<file path="config.mk">
export PLATFORM = sky130hd
export DESIGN_NAME = csa_ctrl
export DESIGN_NICKNAME = d
export VERILOG_FILES = /design/src/hw/rtl/csa_pkg.sv /design/src/hw/rtl/csa_ctrl.sv
export SDC_FILE = /design/constraint.sdc
export NUM_CORES = 1
export LEC_CHECK = 0
export BUFFER_PORTS_ARGS = -buffer_cell sky130_fd_sc_hd__buf_2
export CAP_MARGIN = 20
export CORE_AREA = 3 3 40 42
export CTS_CLUSTER_SIZE = 10
export DETAILED_ROUTE_END_ITERATION = 8
export DIE_AREA = 0 0 43 45
export SLEW_MARGIN = 20
export SYNTH_ARGS = -nofsm -noshare
export SYNTH_HDL_FRONTEND = slang
export SYNTH_SLANG_ARGS = --single-unit
export TNS_END_PERCENT = 100
</file>
<file path="constraint.sdc">
create_clock -name clk -period 1.3 [get_ports clk]
set_input_delay 0 -clock clk [delete_from_list [all_inputs] [get_ports clk]]
set_output_delay 0 -clock clk [all_outputs]
set_load 0.02 [all_outputs]
</file>
<file path="src/hw/rtl/csa_pkg.sv">
// Shared types, codes and field widths of the chunked slot allocator.
`timescale 1ns / 1ps
`default_nettype none

package csa_pkg;

  // Field widths of the request, result and configuration transactions
  localparam int CHUNK_W  = 4;
  localparam int SLOT_W   = 6;
  localparam int STATUS_W = 2;
  localparam int CFG_W    = 7;

  localparam logic [CFG_W-1:0] CFG_RESET = 7'd64;

  // Request kinds
  localparam logic REQ_ALLOC   = 1'b0;
  localparam logic REQ_RELEASE = 1'b1;

  // Result status codes
  localparam logic [STATUS_W-1:0] STATUS_OK          = 2'd0;
  localparam logic [STATUS_W-1:0] STATUS_FULL        = 2'd1;
  localparam logic [STATUS_W-1:0] STATUS_BAD_RELEASE = 2'd2;

  typedef struct packed {
    logic              req_type;
    logic [CHUNK_W-1:0] release_chunk;
    logic [SLOT_W-1:0]  release_slot;
  } req_t;

  typedef struct packed {
    logic [STATUS_W-1:0] status;
    logic [CHUNK_W-1:0]  given_chunk;
    logic [SLOT_W-1:0]   given_slot;
    logic                opened_chunk;
  } rsp_t;

  typedef logic [CFG_W-1:0] cfg_t;

  // Action chosen for the current request
  typedef enum logic [2:0] {
    OP_RELEASE = 3'd0,
    OP_POP     = 3'd1,
    OP_FRESH   = 3'd2,
    OP_OPEN    = 3'd3,
    OP_FULL    = 3'd4,
    OP_BAD     = 3'd5
  } op_t;

  // Controller to datapath commands
  typedef struct packed {
    logic capture;
    logic decide;
    logic apply;
    logic load_out;
  } cmd_t;

  // Datapath to controller status
  typedef struct packed {
    logic out_busy;
    logic pop;
  } stat_t;

endpackage

`default_nettype wire

</file>
<file path="src/hw/rtl/csa_ctrl.sv">
// Request sequencer of the chunked slot allocator.
`timescale 1ns / 1ps
`default_nettype none

module csa_ctrl (
  input  wire logic          clk,
  input  wire logic          rst,
  input  wire logic          req_valid,
  output logic               req_ready,
  input  wire csa_pkg::stat_t stat,
  output csa_pkg::cmd_t      cmd
);

  typedef enum logic [3:0] {
    S_IDLE = 4'b0001,
    S_LOOK = 4'b0010,
    S_EXEC = 4'b0100,
    S_POP  = 4'b1000
  } state_t;

  state_t state;
  state_t state_next;

  // Advance the state
  always_ff @(posedge clk) begin
    if (rst) begin
      state <= S_IDLE;
    end else begin
      state <= state_next;
    end
  end

  // Issue commands per state
  always_comb begin
    state_next = state;
    cmd        = '0;
    req_ready  = 1'b0;
    case (state)
      S_IDLE: begin
        req_ready = 1'b1;
        if (req_valid) begin
          cmd.capture = 1'b1;
          state_next  = S_LOOK;
        end
      end
      S_LOOK: begin
        cmd.decide = 1'b1;
        state_next = S_EXEC;
      end
      S_EXEC: begin
        // hold until the result register can take a new transaction
        if (!stat.out_busy) begin
          cmd.apply = 1'b1;
          if (stat.pop) begin
            state_next = S_POP;
          end else begin
            cmd.load_out = 1'b1;
            state_next   = S_IDLE;
          end
        end
      end
      S_POP: begin
        cmd.load_out = 1'b1;
        state_next   = S_IDLE;
      end
      default: begin
        state_next = S_IDLE;
      end
    endcase
  end

endmodule

`default_nettype wire

</file>
==> impl_metrics.ini, run 1 <==
[outcome]
status = complete, no violations

[place]
placed_area_um2 = 340
port_buffers = 9
dp_hpwl_um = 453
finalWeightedCongestion = 0.638
place_ws_ns = 0.0539

[yosys]
synth_cell_types = 20
synth.area.top_cells = dfxtp_1, nor4b_1, nor4b_4
ys_async_sr_fraction = 0
synth-edff-count = 0
yosys_warnings = 0
synthesis.nets = 34
syn_avg_cell_area_um2 = 9.32
yosysTopAreaCellShare = 0.296
syn_inst = 29
synth_most_common_cell = dfxtp_1
synth_common_cells = dfxtp_1, nor3_1, nor4b_1
synthFlopType = dfxtp_1
syn_area_um2 = 270
ys_seq_area_frac = 0.296
ys_seq_elements = 4
synth_largest_area_cell = dfxtp_1

[pwr]
power_density_nw_per_um2 = 1210
intPower_w = 0.000356
switching_share = 0.301
p_comb_frac = 0.377
p_leak_nw = 0.186
peakVddDrop_v = 0.000490
pwr-share-clk = 0.287
p_sw_w = 0.000153
seqPwrFrac = 0.336

[floorplan]
pin_count = 10
fp.coreArea_um2 = 1280
initial_core_util = 0.210
die_area_um2 = 1940
core.rowCount = 13
die_h_um = 45
dieWidth_um = 43

[drt]
drt_iter0_drc = 14
ant_nets = 0
wl_per_cell_um = 10.2
routed_wl_um = 609
vias_per_cell = 4.77
vias = 286
drc_errors = 0
drtPass1Iterations = 4

[sta]
period_share = 0.977
setup_viol = 0
drv_slew = 0
timing.max_slew.rel_slack = 0.791
hold_violations = 0
rsz0062_at_grt = yes
timing.hold.ws_ns = 0.0348
finalWorstSetupSlack_ns = 0.0304
final.setup.tns_ns = 0
fin_skew_ns = 0.00156
fmax_ghz = 0.788
tightest_slew_ns = 0.313
finalCriticalPeriod_ns = 1.27

[setup_path]
reg2reg_depth = 4
cp.required_ns = 1.30
reg2reg_to = state[3]
r2r_start = state[2]
critPathArrivalTime_ns = 1.27
critical_path_peak_fanout = 4
worst-setup-path-type = flop to output pin
rrSetupSlack_ns = 0.05
end_kind = output pin
cp-start-kind = flop

[global_route]
grt_pass1_vias = 265
gr-usage-all-layers = 0.0775
overflow = 0
grt_max_degree = 10
antenna_found_initial = 0
grt_pass1_wl_um = 1060

[clocking]
cts_tree = done
insertion_delay_ns = 0.23
clkTransAtPathRegs_ns = 0.03
cts.sinks = 4
clockBufferDepth = 2
htree_num_levels = 1
cts_made_buffers = 3
cts_root_buffer = clkbuf_4

[hold_path]
holdPathStages = 3
hold_path.class = input pin to flop
whs_endpoint = state[3]
worstHoldStart = stat[0]

[layout]
n_antenna_cell = 0
largest_reg_flops = 4
finalInstanceArea_um2 = 420
syn_to_final_growth_pct = 55.6
reg_top3 = state (4)
final_util = 0.327
layout-drive-gt1-share = 0.533
final_nets = 52
largest_register = state

[run]
cap_violations = 0
## stage by stage
| step | power [W] | cells |
|---|---|---|
| finish | 0.000509 | 60 |
| global route | 0.000551 | 60 |
| CTS | 0.000513 | 60 |
| floorplan | 0.000279 | 29 |
| global placement | 0.000324 | 54 |
| detailed placement | 0.000324 | 54 |
## placed cells by master, fill, tap and decap left out, drive strengths merged
master and n:
nor2 1, and2b 1, nor4b 4, o31ai 1
nor3b 1, mux2i 1, nor2b 1, a21oi 1
nor4bb 1, dfxtp 4, and2 1, inv 2
dlygate4sd3 1, a21o 2, or3b 1, nand3b 1
clkbuf 3, a211oi 1, buf 13, nor3 3
nand2 1
## area by class of cell
class	instances	area [um2]
Clock buffer	3	22.5
Fill cell	136	865
Inverter	2	7.51
Multi-Input combinational cell	22	191
Sequential cell	4	88.8
Tap cell	15	18.8
Timing Repair Buffer	14	91.3
## per-layer routing
layer,track usage,wire [um],vias up
met5,0,0,-
met4,0.0542,6,0
met3,0.0518,56,2
met2,0.108,271,10
met1,0.0845,274,133
li1,-,-,141
## cells by family (layout without fill, tap and decap cells)
logic type	after synthesis	in the layout	share of synthesized area
mux	1	1	0.0370
simple gates	16	16	0.468
compound gates	5	5	0.130
buf+inv	3	19	0.0695
flops	4	4	0.296
## power by group through the flow
| stage | clock network, W | logic (W) | registers [W] |
|---|---|---|---|
| final | 0.000146 | 0.000192 | 0.000171 |
| after global placement | 0 | 0.000157 | 0.000167 |
| after CTS | 0.000155 | 0.000189 | 0.000169 |
| after global routing | 0.000165 | 0.000211 | 0.000176 |
| after floorplan | 0 | 0.000122 | 0.000157 |
| after detailed placement | 0 | 0.000156 | 0.000167 |
## worst max path at each step
| stage | startpoint | endpoint | cells past startpoint |
|---|---|---|---|
| floorplan | state[3] | state[1] | 3 |
| global placement | state[1] | state[0] | 3 |
| detailed placement | state[1] | state[0] | 3 |
| CTS | state[1] | cmd[1] | 3 |
| global route | state[2] | cmd[1] | 4 |
| finish | state[2] | cmd[1] | 4 |
## repair_timing
action,in CTS,in global routing
gates cloned,0,0
gates resized for setup,6,4
pin swaps,2,2
buffers inserted,3,0
endpoints found under the setup margin,2,7
hold buffers,1,0
hold endpoints to repair,1,0
## critical path, cell delays in order, from the launching register on
cell	delay (ns)
dfxtp_4	0.36
buf_4	0.11
nor4b_2	0.25
nor2b_1	0.16
buf_2	0.16
Note: power is estimated with default switching activity, not from simulation.
==> inputs of run 2 (changes only) <==
- BUFFER_PORTS_ARGS: -buffer_cell sky130_fd_sc_hd__buf_2 -> default
- DONT_BUFFER_PORTS: default -> 1
==> impl_metrics.ini, run 2 (synthesis results as in run 1) <==
[place]
port_buffers = 0
dp_hpwl_um = 479
finalWeightedCongestion = 0.674
placed_cells = 51

[global_route]
gr-usage-all-layers = 0.0892
antenna_found_initial = 0
grt_pass1_wl_um = 1190
overflow = 0
grt_max_degree = 10
grt_pass1_vias = 293

[setup_path]
critical_path_peak_fanout = 4
critPathArrivalTime_ns = 1.32
cp-start-kind = flop
worstPathCellList = buf_6, nor4b_4, and2_4, buf_6
end_kind = output pin
reg2reg_depth = 4
worst-setup-path-type = flop to output pin
critPathSlowestCell = dfxtp_4
cp.required_ns = 1.30
max_stage_delay_ns = 0.35
cp_common_cell = buf_6

[clocking]
cts_made_buffers = 3
insertion_delay_ns = 0.23
cts_tree = done
clkTransAtPathRegs_ns = 0.03
clockBufferDepth = 2
cts_root_buffer = clkbuf_4
htree_num_levels = 1
cts.sinks = 4

[pwr]
power_w = 0.000562
peakVddDrop_v = 0.000469
power_density_nw_per_um2 = 1110
p_leak_nw = 0.218

[sta]
rsz0062_at_grt = yes
hold_violations = 0
period_share = 1.01
finalCriticalPeriod_ns = 1.32
fin_skew_ns = 0.000311
timing.max_slew.rel_slack = 0.794
finalWorstSetupSlack_ns = -0.0167
fmax_ghz = 0.759
timing.hold.ws_ns = 0.0273
tightest_slew_ns = 0.304
drv_slew = 0
setup_viol = 1

[layout]
largest_register = state
layout-drive-gt1-share = 0.540
final_cell_mix = buf_4, buf_6, clkbuf_4, dlygate4sd3_1, dfxtp_4
reg_top3 = state (4)
finalNonFillerCells = 65
largest_reg_flops = 4
final_nets = 57
syn_to_final_growth_pct = 87.5
final_common_cell = buf_4
fillers = 133
n_antenna_cell = 0

[floorplan]
fp.coreArea_um2 = 1280
core.rowCount = 13
die_h_um = 45
dieWidth_um = 43
die_area_um2 = 1940
initial_core_util = 0.210
pin_count = 10

[drt]
drt_iter0_drc = 3
routed_wl_um = 753
drtPass1Iterations = 4
wl_per_cell_um = 11.6
ant_nets = 0
drc_errors = 0
vias_per_cell = 4.63
vias = 301

[run]
cap_violations = 0

[outcome]
violations = negative setup slack
status = complete, but fails checks

[hold_path]
holdPathStages = 2
hold_path.class = input pin to flop
run 2: what timing repair did:
item                                   CTS  global route
hold buffers                             3             0
setup buffers                            6             2
endpoints found under the hold margin    4             0
resized for setup                       10             4
pin swaps                                3             4
setup endpoints to repair                3             7
run 2: worst paths after layout:
path	startpoint	end	slack [ns]
setup / recovery	state[2]	cmd[3]	-0.02
hold / removal	req_valid	state[1]	0.03
setup reg to reg	state[2]	state[3]	0.05
hold reg to reg	state[1]	state[3]	0.64
run 2: layer usage:
layer	routed length, um	global-route usage	vias to the layer above	share of wire
met1	304	0.0821	140	0.40
li1	-	-	151	-
met5	0	0	-	0
met4	6	0.0723	0	0.0080
met3	61	0.0438	2	0.081
met2	380	0.150	8	0.50
run 2: layout make-up:
type	count	area, um2	share of cell area
timing repair buffer	19	165	0.326
tap	15	18.8	0.0370
clock buffer	3	22.5	0.0444
inverter	2	7.51	0.0148
sequential	4	91.3	0.180
multi-input combinational	22	201	0.398
run 2: power by group:
group          switching [W]  total (W)  internal, W
Sequential         0.0000296   0.000172     0.000142
Combinational      0.0000888   0.000241     0.000153
Clock              0.0000464   0.000149     0.000103
run 2: metrics by stage:
step | setup WS, ns | area, um2 | TNS [ns] | util
after floorplan | 0.0272 | 273 | 0 | -
after global placement | 0.00896 | 340 | 0 | 0.265
after detailed placement | 0.0438 | 340 | 0 | 0.265
after CTS | -0.0445 | 473 | -0.0939 | 0.368
after global routing | -0.0729 | 507 | -0.266 | 0.394
final | -0.0167 | 507 | -0.0167 | 0.394
run 2: critical path, delay by kind of cell, from the launching register on:
kind / cells / cell delay, ns
AND/OR/NAND/NOR: 2 / 0.51
flip-flops: 1 / 0.35
buffers and inverters: 2 / 0.23
